==> src/rtl/core/npg_pkg.sv <==
// ----------------------------------------------------------------------------
// npg_pkg
// Shared constants and types of the next permutation generator.
// ----------------------------------------------------------------------------
`default_nettype none

package npg_pkg;

	// Width of the element fields on the channels.
	localparam int FIELD_W = 8;

	// Defaults for the top level parameters.
	localparam int MAX_LEN_DEF    = 16;
	localparam int ELEM_WIDTH_DEF = 8;

	typedef enum logic [2:0] {
		ST_LOAD,
		ST_SCAN,
		ST_CHECK,
		ST_FIND,
		ST_EMIT
	} state_t;

endpackage

`default_nettype wire

==> src/rtl/core/npg_in_if.sv <==
// ----------------------------------------------------------------------------
// npg_in_if
// Load channel: one sequence element per item, last_in closes the sequence.
// ----------------------------------------------------------------------------
`default_nettype none

interface npg_in_if;
	logic                        valid;
	logic                        ready;
	logic [npg_pkg::FIELD_W-1:0] elem_in;
	logic                        last_in;

	modport source (output valid, output elem_in, output last_in, input ready);
	modport sink   (input valid, input elem_in, input last_in, output ready);
endinterface

`default_nettype wire

==> src/rtl/core/npg_out_if.sv <==
// ----------------------------------------------------------------------------
// npg_out_if
// Result channel: one element of the next permutation per item.
// ----------------------------------------------------------------------------
`default_nettype none

interface npg_out_if;
	logic                        valid;
	logic                        ready;
	logic [npg_pkg::FIELD_W-1:0] elem_out;
	logic                        last_out;
	logic                        no_successor;

	modport source (output valid, output elem_out, output last_out, output no_successor,
		input ready);
	modport sink   (input valid, input elem_out, input last_out, input no_successor,
		output ready);
endinterface

`default_nettype wire

==> src/rtl/core/npg_ram.sv <==
// ----------------------------------------------------------------------------
// npg_ram
// Generic simple dual-port RAM: one write port, one read port, registered read.
// ----------------------------------------------------------------------------
`default_nettype none

module npg_ram #(
	parameter int WIDTH = 8,
	parameter int DEPTH = 16
) (
	input  wire logic                                       clk,
	input  wire logic                                       we,
	input  wire logic [((DEPTH > 1) ? $clog2(DEPTH) : 1)-1:0] waddr,
	input  wire logic [WIDTH-1:0]                           wdata,
	input  wire logic                                       re,
	input  wire logic [((DEPTH > 1) ? $clog2(DEPTH) : 1)-1:0] raddr,
	output      logic [WIDTH-1:0]                           rdata
);

	logic [WIDTH-1:0] mem_q [DEPTH];

	always_ff @(posedge clk) begin
		if (we) begin
			mem_q[waddr] <= wdata;
		end
	end

	// Read data holds while re is low.
	always_ff @(posedge clk) begin
		if (re) begin
			rdata <= mem_q[raddr];
		end
	end

endmodule

`default_nettype wire

==> src/rtl/core/next_permutation_generator.sv <==
// ----------------------------------------------------------------------------
// next_permutation_generator
// Loads a sequence item by item and streams out its lexicographic successor.
// ----------------------------------------------------------------------------
// Usage:
//   load   : one element per item (elem_in), last_in = 1 on the final one.
//            Elements past MAX_LEN are dropped; a dropped last_in still closes.
//   result : n items, elem_out in order, last_out on the final one,
//            no_successor = 1 on all of them when the input had no ascent
//            (then the sequence comes out unchanged).
// Steps for a sequence of n elements (pivot at position p):
//   load      one element per cycle while load.valid is high
//   scan      one element read per cycle through the RAM port
//   check     goes on to find when an ascent was seen, to emit otherwise
//   find      reads the positions after p when an ascent exists, skipped otherwise
//   emit      first result in the cycle after emit starts, then one per cycle
//             while the receiver does not stall
//   All steps share the single RAM read port; scan and find share one
//   comparator.
// load.ready is high only between sequences. A stalled result holds its item
// and the RAM read data; emission resumes when ready returns.
// Reset (arst_n low) drops any partial sequence and returns to loading.
// ----------------------------------------------------------------------------
`default_nettype none

module next_permutation_generator #(
	parameter int MAX_LEN    = npg_pkg::MAX_LEN_DEF,
	parameter int ELEM_WIDTH = npg_pkg::ELEM_WIDTH_DEF
) (
	input wire logic   clk,
	input wire logic   arst_n,
	npg_in_if.sink     load,
	npg_out_if.source  result
);

	localparam int AW = (MAX_LEN > 1) ? $clog2(MAX_LEN) : 1; // store index
	localparam int CW = $clog2(MAX_LEN + 1);                 // element count
	localparam int FW = npg_pkg::FIELD_W;

	npg_pkg::state_t state_q, state_d;

	// control
	logic [CW-1:0] count_q;       // elements held
	logic [CW-1:0] ptr_q;         // next address to read (scan, find, emit)
	logic          dv_s1;         // RAM read data belongs to a sweep
	logic          found_q;       // an ascent was seen
	logic          out_valid_q;

	// payload
	logic [AW-1:0]         idx_s1;      // address of the data now on rdata
	logic [ELEM_WIDTH-1:0] prev_q;      // element left of idx_s1 during scan
	logic [AW-1:0]         pivot_q;
	logic [ELEM_WIDTH-1:0] pivot_val_q;
	logic [AW-1:0]         upper_q;
	logic [ELEM_WIDTH-1:0] upper_val_q;
	logic                  sub_q;       // emitted element comes from the swap
	logic [ELEM_WIDTH-1:0] sub_val_q;
	logic                  last_q;

	// RAM port
	logic                  ram_we;
	logic [AW-1:0]         ram_waddr;
	logic [ELEM_WIDTH-1:0] ram_wdata;
	logic                  ram_re;
	logic [AW-1:0]         ram_raddr;
	logic [ELEM_WIDTH-1:0] ram_rdata;

	// shared comparator and sequencing strobes
	logic [ELEM_WIDTH-1:0] cmp_lhs;
	logic                  cmp_lt;
	logic                  sweep_issue;
	logic                  emit_issue;
	logic                  emit_take;

	// emit address mapping
	logic [AW-1:0]         ptr_a;
	logic [CW-1:0]         mirror;
	logic [AW-1:0]         mirror_a;
	logic [AW-1:0]         emit_addr;
	logic                  emit_sub;
	logic [ELEM_WIDTH-1:0] emit_sub_val;

	npg_ram #(
		.WIDTH (ELEM_WIDTH),
		.DEPTH (MAX_LEN)
	) u_store (
		.clk   (clk),
		.we    (ram_we),
		.waddr (ram_waddr),
		.wdata (ram_wdata),
		.re    (ram_re),
		.raddr (ram_raddr),
		.rdata (ram_rdata)
	);

	assign ram_waddr = count_q[AW-1:0];
	assign ram_wdata = ELEM_WIDTH'(load.elem_in);

	// One less-than serves both sweeps:
	//   scan: prev < cur marks an ascent
	//   find: pivot value < cur marks a swap candidate
	assign cmp_lhs = (state_q == npg_pkg::ST_SCAN) ? prev_q : pivot_val_q;
	assign cmp_lt  = cmp_lhs < ram_rdata;

	assign emit_take = out_valid_q && result.ready;

	// Output position i is read in place up to the pivot; past the pivot the
	// suffix is reversed, so position i reads index n + p - i. The pivot slot
	// shows the upper value and the upper slot shows the pivot value.
	assign ptr_a    = ptr_q[AW-1:0];
	assign mirror   = count_q + CW'(pivot_q) - ptr_q;
	assign mirror_a = mirror[AW-1:0];

	always_comb begin
		emit_addr    = ptr_a;
		emit_sub     = 1'b0;
		emit_sub_val = pivot_val_q;
		if (!found_q || (ptr_a < pivot_q)) begin
			emit_addr = ptr_a;
		end else if (ptr_a == pivot_q) begin
			emit_sub     = 1'b1;
			emit_sub_val = upper_val_q;
		end else begin
			emit_addr = mirror_a;
			emit_sub  = (mirror_a == upper_q);
		end
	end

	always_ff @(posedge clk or negedge arst_n) begin
		if (!arst_n) begin
			state_q <= npg_pkg::ST_LOAD;
		end else begin
			state_q <= state_d;
		end
	end

	always_comb begin
		state_d     = state_q;
		load.ready  = 1'b0;
		ram_we      = 1'b0;
		ram_re      = 1'b0;
		ram_raddr   = ptr_a;
		sweep_issue = 1'b0;
		emit_issue  = 1'b0;
		case (state_q)
			npg_pkg::ST_LOAD: begin
				load.ready = 1'b1;
				if (load.valid) begin
					// overflow elements are dropped
					ram_we = (count_q < CW'(MAX_LEN));
					if (load.last_in) begin
						state_d = npg_pkg::ST_SCAN;
					end
				end
			end
			npg_pkg::ST_SCAN, npg_pkg::ST_FIND: begin
				if (ptr_q < count_q) begin
					ram_re      = 1'b1;
					sweep_issue = 1'b1;
				end else if (state_q == npg_pkg::ST_SCAN) begin
					state_d = npg_pkg::ST_CHECK;
				end else begin
					state_d = npg_pkg::ST_EMIT;
				end
			end
			npg_pkg::ST_CHECK: begin
				state_d = found_q ? npg_pkg::ST_FIND : npg_pkg::ST_EMIT;
			end
			npg_pkg::ST_EMIT: begin
				if ((ptr_q < count_q) && (!out_valid_q || result.ready)) begin
					ram_re     = 1'b1;
					ram_raddr  = emit_addr;
					emit_issue = 1'b1;
				end else if (emit_take && last_q) begin
					state_d = npg_pkg::ST_LOAD;
				end
			end
			default: begin
				state_d = npg_pkg::ST_LOAD;
			end
		endcase
	end

	// control registers
	always_ff @(posedge clk or negedge arst_n) begin
		if (!arst_n) begin
			count_q     <= '0;
			ptr_q       <= '0;
			dv_s1       <= 1'b0;
			found_q     <= 1'b0;
			out_valid_q <= 1'b0;
		end else begin
			dv_s1 <= sweep_issue;
			case (state_q)
				npg_pkg::ST_LOAD: begin
					if (ram_we) begin
						count_q <= count_q + CW'(1);
					end
					if (load.valid && load.last_in) begin
						ptr_q   <= '0;
						found_q <= 1'b0;
					end
				end
				npg_pkg::ST_SCAN: begin
					if (sweep_issue) begin
						ptr_q <= ptr_q + CW'(1);
					end
					if (dv_s1 && (idx_s1 != '0) && cmp_lt) begin
						found_q <= 1'b1;
					end
				end
				npg_pkg::ST_CHECK: begin
					ptr_q <= found_q ? (CW'(pivot_q) + CW'(1)) : '0;
				end
				npg_pkg::ST_FIND: begin
					ptr_q <= sweep_issue ? (ptr_q + CW'(1)) : '0;
				end
				npg_pkg::ST_EMIT: begin
					if (emit_issue) begin
						ptr_q       <= ptr_q + CW'(1);
						out_valid_q <= 1'b1;
					end else if (emit_take) begin
						out_valid_q <= 1'b0;
						if (last_q) begin
							count_q <= '0;
						end
					end
				end
				default: begin
					out_valid_q <= 1'b0;
				end
			endcase
		end
	end

	// payload registers
	always_ff @(posedge clk) begin
		if (sweep_issue) begin
			idx_s1 <= ptr_a;
		end
		if ((state_q == npg_pkg::ST_SCAN) && dv_s1) begin
			prev_q <= ram_rdata;
			// last ascent wins
			if ((idx_s1 != '0) && cmp_lt) begin
				pivot_q     <= AW'(idx_s1 - AW'(1));
				pivot_val_q <= prev_q;
			end
		end
		// last later element above the pivot wins
		if ((state_q == npg_pkg::ST_FIND) && dv_s1 && cmp_lt) begin
			upper_q     <= idx_s1;
			upper_val_q <= ram_rdata;
		end
		if (emit_issue) begin
			sub_q     <= emit_sub;
			sub_val_q <= emit_sub_val;
			last_q    <= ((ptr_q + CW'(1)) == count_q);
		end
	end

	assign result.valid        = out_valid_q;
	assign result.elem_out     = FW'(sub_q ? sub_val_q : ram_rdata);
	assign result.last_out     = last_q;
	assign result.no_successor = !found_q;

endmodule

`default_nettype wire

==> src/flat_wrapper.sv <==
// flat-port wrapper written by rule: the top's interface ports become plain ports
module next_permutation_generator_flat 
#(
	parameter int MAX_LEN    = npg_pkg::MAX_LEN_DEF,
	parameter int ELEM_WIDTH = npg_pkg::ELEM_WIDTH_DEF
)
  (clk, arst_n, load_valid, load_elem_in, load_last_in, load_ready, result_valid, result_elem_out, result_last_out, result_no_successor, result_ready);
  npg_in_if load_i ();
  npg_out_if result_i ();
  input wire logic clk;
  input wire logic arst_n;
  input wire logic [$bits(load_i.valid)-1:0] load_valid;
  input wire logic [$bits(load_i.elem_in)-1:0] load_elem_in;
  input wire logic [$bits(load_i.last_in)-1:0] load_last_in;
  output wire logic [$bits(load_i.ready)-1:0] load_ready;
  output wire logic [$bits(result_i.valid)-1:0] result_valid;
  output wire logic [$bits(result_i.elem_out)-1:0] result_elem_out;
  output wire logic [$bits(result_i.last_out)-1:0] result_last_out;
  output wire logic [$bits(result_i.no_successor)-1:0] result_no_successor;
  input wire logic [$bits(result_i.ready)-1:0] result_ready;
  assign load_i.valid = load_valid;
  assign load_i.elem_in = load_elem_in;
  assign load_i.last_in = load_last_in;
  assign load_ready = load_i.ready;
  assign result_valid = result_i.valid;
  assign result_elem_out = result_i.elem_out;
  assign result_last_out = result_i.last_out;
  assign result_no_successor = result_i.no_successor;
  assign result_i.ready = result_ready;
  next_permutation_generator #(.MAX_LEN(MAX_LEN), .ELEM_WIDTH(ELEM_WIDTH)) u_core (.clk(clk), .arst_n(arst_n), .load(load_i), .result(result_i));
endmodule
==> config.mk <==
export PLATFORM = sky130hd
export DESIGN_NAME = next_permutation_generator_flat
export DESIGN_NICKNAME = d
export VERILOG_FILES = /design/src/rtl/core/npg_pkg.sv /design/src/rtl/core/npg_in_if.sv /design/src/rtl/core/npg_out_if.sv /design/src/rtl/core/npg_ram.sv /design/src/rtl/core/next_permutation_generator.sv /design/src/flat_wrapper.sv
export SDC_FILE = /design/constraint.sdc
export NUM_CORES = 1
export LEC_CHECK = 0
export ABC_CLOCK_PERIOD_IN_PS = 4690
export BUFFER_PORTS_ARGS = -buffer_cell sky130_fd_sc_hd__buf_2
export CORE_MARGIN = 10
export CORE_UTILIZATION = 62
export CTS_BUF_LIST = sky130_fd_sc_hd__clkbuf_16
export DETAILED_ROUTE_END_ITERATION = 8
export GPL_ROUTABILITY_DRIVEN = 1
export PLACE_DENSITY_LB_ADDON = 0.15
export SLEW_MARGIN = 30
export SYNTH_ARGS = -nofsm -noshare
export SYNTH_HDL_FRONTEND = slang
export SYNTH_HIERARCHICAL = 1
export SYNTH_SLANG_ARGS = --single-unit
==> constraint.sdc <==
create_clock -name clk -period 4.69 [get_ports clk]
set_input_delay 0.2345 -clock clk [delete_from_list [all_inputs] [get_ports clk]]
set_output_delay 0.2345 -clock clk [all_outputs]
set_load 0.02 [all_outputs]
==> report_table.html <==
<table>
<tr><th>Metric</th><th>Value</th></tr>
<tr><th colspan="2">Status</th></tr>
<tr><td>Status</td><td>completed</td></tr>
<tr><th colspan="2">STA</th></tr>
<tr><td>Achievable frequency</td><td>about 0.25 GHz</td></tr>
<tr><td>Post-route fraction of the period consumed by the critical path</td><td>0.865</td></tr>
<tr><td>Clock period minus final worst setup slack</td><td>approximately 4 ns</td></tr>
<tr><td>Setup-failing EPs final</td><td>0</td></tr>
<tr><td>Final critical-path setup slack</td><td>about 0.63 ns</td></tr>
<tr><td>Final number of max-transition violations</td><td>0</td></tr>
<tr><td>Post-route setup TNS</td><td>0 ns</td></tr>
<tr><td>Worst slew margin</td><td>0.330</td></tr>
<tr><td>Transition at the pin with the smallest max-transition slack</td><td>1.00 ns</td></tr>
<tr><td>Post-Route Skew</td><td>between 0.007 and 0.008 ns</td></tr>
<tr><td>Hold Vio Cnt, Final</td><td>0</td></tr>
<tr><td>Unrepaired setup endpoints after global routing</td><td>false</td></tr>
<tr><th colspan="2">Critical path</th></tr>
<tr><td>Nature of the critical path endpoint</td><td>register</td></tr>
<tr><td>Max stage delay cell, worst path</td><td>dfrtp_1</td></tr>
<tr><td>Crit-path leading delay family</td><td>multiplexers</td></tr>
<tr><td>Required time at the endpoint of the critical path</td><td>between 4 and 5 ns</td></tr>
<tr><td>Worst path max stage delay</td><td>0.59 ns</td></tr>
<tr><td>Worst setup path class</td><td>reg -&gt; reg</td></tr>
<tr><td>Arr. time, crit path</td><td>approximately 4.2 ns</td></tr>
<tr><td>Critical path peak fanout</td><td>14</td></tr>
<tr><td>CP Buf/Inv Count</td><td>2</td></tr>
<tr><td>Cell breakdown of the critical path</td><td>inv_1, ha_1, nor2b_1, o211ai_1, a21oi_2, nor3_4, nand3_2, mux2_2, buf_4, mux4_2, a22oi_1, nand2_1</td></tr>
<tr><td>CP Launch Type</td><td>register</td></tr>
<tr><th colspan="2">Floorplan</th></tr>
<tr><td>Initial Util</td><td>0.630</td></tr>
<tr><td>Area enclosed by the die boundary</td><td>19100 sq um</td></tr>
<tr><td>Placement Rows</td><td>43</td></tr>
<tr><td>I/O pin cnt</td><td>25</td></tr>
<tr><td>Placeable core region</td><td>13800 sq um</td></tr>
<tr><td>X dimension of the die</td><td>between 100 and 150 microns</td></tr>
<tr><td>Vert. Die Dim</td><td>138 microns</td></tr>
<tr><th colspan="2">Detailed routing</th></tr>
<tr><td>Avg WL per Cell</td><td>22.8 microns</td></tr>
<tr><td>Via total after detailed routing</td><td>around 4500</td></tr>
<tr><td>Aggregate routed wire length</td><td>roughly 17000 microns</td></tr>
<tr><td>Post-route ant nets</td><td>0</td></tr>
<tr><td>Pre-antenna DRT Iters</td><td>4</td></tr>
<tr><td>Total DRC errors in the routed layout</td><td>0</td></tr>
<tr><td>Number of DRC markers after the initial detailed-route iteration</td><td>488</td></tr>
<tr><td>Routed vias/inst</td><td>~6</td></tr>
<tr><th colspan="2">Global routing</th></tr>
<tr><td>Global route total overflow</td><td>0</td></tr>
<tr><td>Via count of the first global-routing pass</td><td>approximately 4700</td></tr>
<tr><td>Largest net degree at the start of global routing</td><td>19</td></tr>
<tr><td>Wire length of the first global-routing pass</td><td>roughly 27000 microns</td></tr>
<tr><td>Global-route usage over all layers</td><td>0.183</td></tr>
<tr><td>Number of antenna violations at the first check in global routing</td><td>0</td></tr>
<tr><th colspan="2">Power</th></tr>
<tr><td>Power per standard cell area</td><td>roughly 610 nW/um^2</td></tr>
<tr><td>Logic gate share of total power</td><td>0.344</td></tr>
<tr><td>Worst voltage drop across the vdd grid</td><td>0.359 mV</td></tr>
<tr><td>Clock network fraction of total power</td><td>0.235</td></tr>
<tr><td>Internal Power</td><td>about 3.8 mW</td></tr>
<tr><td>Sequential power share</td><td>0.421</td></tr>
<tr><td>Static leakage</td><td>~3.3 nW</td></tr>
<tr><td>Switching share of power</td><td>0.346</td></tr>
<tr><td>Switching power of the nets</td><td>~2.0 mW</td></tr>
<tr><th colspan="2">Clock tree</th></tr>
<tr><td>Clock tree from TritonCTS</td><td>built</td></tr>
<tr><td>Buffers inserted during post-CTS setup optimization</td><td>0</td></tr>
<tr><td>Register clock-pin slew on the reported worst setup and hold paths</td><td>0.07 ns</td></tr>
<tr><td>Clock buffer depth</td><td>2</td></tr>
<tr><td>Buffer cell driving the clock tree root</td><td>clkbuf_16</td></tr>
<tr><td>TritonCTS Sinks</td><td>roughly 200</td></tr>
<tr><td>TritonCTS Buffers</td><td>17</td></tr>
<tr><td>Number of levels in the clock H-tree</td><td>4</td></tr>
<tr><td>Clock network latency to the later pin of the worst-skew pair</td><td>approximately 0.43 ns</td></tr>
<tr><td>Resized Gates After CTS</td><td>0</td></tr>
<tr><th colspan="2">Synthesis</th></tr>
<tr><td>EDFF count, synth</td><td>about 180</td></tr>
<tr><td>Net Count, Synth</td><td>around 560</td></tr>
<tr><td>Total of flip-flops plus latches after synthesis</td><td>roughly 200</td></tr>
<tr><td>Synthesis Warnings</td><td>6</td></tr>
<tr><td>Portion of the post-synthesis area used by sequential elements</td><td>0.676</td></tr>
<tr><td>Post-synthesis async set-or-reset flop share</td><td>0.0808</td></tr>
<tr><td>Syn avg cell area</td><td>16.8 sq um</td></tr>
<tr><td>Dominant synthesized flop cell</td><td>edfxtp_1</td></tr>
<tr><td>Cell variety after synth</td><td>between 50 and 60</td></tr>
<tr><td>Mapped cell area</td><td>slightly below 9000 sq um</td></tr>
<tr><td>Cells after Synth</td><td>518</td></tr>
<tr><th colspan="2">Finish</th></tr>
<tr><td>Most common cell after layout, fill and taps aside</td><td>edfxtp_1</td></tr>
<tr><td>Layout Area Growth over Synthesis</td><td>9.65%</td></tr>
<tr><td>Antenna diode count</td><td>0</td></tr>
<tr><td>Count of nets after finishing</td><td>between 500 and 600</td></tr>
<tr><td>Share of cells above drive strength 1</td><td>0.188</td></tr>
<tr><td>Core utilization of the finished layout</td><td>0.691</td></tr>
<tr><td>Filler cell count</td><td>approximately 940</td></tr>
<tr><td>Highest-count cells in the layout ignoring fill and taps</td><td>edfxtp_1, inv_1, nor2_1, buf_2, ha_1</td></tr>
<tr><th colspan="2">Placed design</th></tr>
<tr><td>Placement Setup Slack</td><td>0.656 ns</td></tr>
<tr><td>Number of port buffers</td><td>24</td></tr>
<tr><td>Final HPWL from detailed placement</td><td>11500 microns</td></tr>
<tr><td>Routability congestion estimate</td><td>0.821</td></tr>
<tr><th colspan="2">Hold path</th></tr>
<tr><td>Worst min-delay path category</td><td>in -&gt; reg</td></tr>
<tr><th colspan="2">Job</th></tr>
<tr><td>Max-cap violations</td><td>0</td></tr>
</table>
## metrics by stage
step	hold slack (ns)	cells	total power, mW	area (sq um)
after detailed placement	0.182	712	4.49	8940
after CTS	0.110	745	5.85	9510
after global routing	0.142	745	6.16	9520
after floorplan	-0.0611	518	3.98	8680
after global placement	0.172	712	4.43	8940
final	0.116	745	5.81	9520
## flip-flops by register name (all words and copies together) (netlist names)
name and cells:
u_core/sub_q 1, u_core/dv_s1 1, u_core/state_q 3, u_core/result.last_out 1
u_core/u_store/rdata 8, u_core/pivot_q 4, u_core/result.valid 1, u_core/pivot_val_q 8
u_core/idx_s1 4, u_core/sub_val_q 8, u_core/upper_q 4, u_core/upper_val_q 8
u_core/found_q 1, u_core/prev_q 8, u_core/ptr_q 5, u_core/u_store/mem_q 128
u_core/count_q 5
## per-layer routing
layer	share of wire	wire length [microns]	global-route usage	up-vias
met2	0.52	8860	0.312	91
met3	0.041	702	0.0366	21
met5	0	0	0	-
li1	-	-	-	2089
met1	0.42	7130	0.223	2348
met4	0.016	263	0.0733	0
## worst min-delay path, stage by stage
cell	delay, ns
buf_2	0.09
a31oi_1	0.07
o21ai_0	0.12
## power groups by stage
| stage | clock (mW) | sequential, mW | combinational [mW] |
|---|---|---|---|
| after floorplan | 0 | 2.37 | 1.61 |
| after global placement | 0 | 2.47 | 1.96 |
| after detailed placement | 0 | 2.48 | 2.01 |
| after CTS | 1.39 | 2.44 | 2.02 |
| after global routing | 1.46 | 2.48 | 2.22 |
| final | 1.37 | 2.45 | 2.00 |
## timing repair
action / in CTS / in global routing
endpoints found under the setup margin: 0 / 0
hold buffers: 1 / 0
hold endpoints to repair: 16 / 0
## final cells by class
cell class / count / area [sq um] / area share
Sequential cell: 198 / 5870 / 0.616
Multi-Input combinational cell: 272 / 2570 / 0.270
Clock buffer: 17 / 425 / 0.0447
Tap cell: 180 / 225 / 0.0237
Timing Repair Buffer: 31 / 175 / 0.0184
Clock inverter: 15 / 133 / 0.0139
Inverter: 32 / 120 / 0.0126
## cell usage after synthesis, types with 4 or more instances
cell / count / area share
xnor2_1: 13 / 0.013
ha_1: 24 / 0.035
mux4_2: 18 / 0.047
nand2_1: 23 / 0.0099
a21oi_1: 13 / 0.0075
dfrtp_1: 16 / 0.046
xor2_1: 9 / 0.0091
nand3_1: 9 / 0.0052
buf_6: 7 / 0.0091
nor2_1: 33 / 0.014
nand4_1: 4 / 0.0029
edfxtp_1: 182 / 0.63
nor3_1: 9 / 0.0052
mux2_2: 18 / 0.023
inv_1: 32 / 0.014
mux4_1: 14 / 0.042
o21ai_0: 13 / 0.0075
a22oi_1: 19 / 0.016
nand2b_1: 5 / 0.0036
buf_2: 4 / 0.0023
nor2b_1: 6 / 0.0043
## cells by family (layout without fill, tap and decap cells)
logic type      after synthesis  in the layout  synth area share
flops                       198            198             0.676
simple gates                106            106            0.0624
compound gates               65             65            0.0529
mux                          52             52             0.115
buf+inv                      48             95            0.0300
fa+ha+maj                    27             27            0.0415
xor+xnor                     22             22            0.0222
## worst paths after layout
path | startpoint | endpoint | slack (ns) | depth (start not counted)
setup / recovery | u_core/count_q[1]$_DFFE_PN0P_ | u_core/u_store/rdata[6]$_DFFE_PP_ | 0.63 | 12
hold / removal | load_last_in | u_core/state_q[0]$_DFFE_PN0P_ | 0.12 | 3
setup reg to reg | u_core/count_q[1]$_DFFE_PN0P_ | u_core/u_store/rdata[6]$_DFFE_PP_ | 0.63 | 12
hold reg to reg | u_core/prev_q[0]$_DFFE_PP_ | u_core/pivot_val_q[0]$_DFFE_PP_ | 0.45 | 0
max in group asynchronous | arst_n | u_core/dv_s1$_DFF_PN0_ | 4.15 | 2
min in group asynchronous | arst_n | u_core/count_q[2]$_DFFE_PN0P_ | 0.26 | 2
Power figures use the tool's default switching activity.
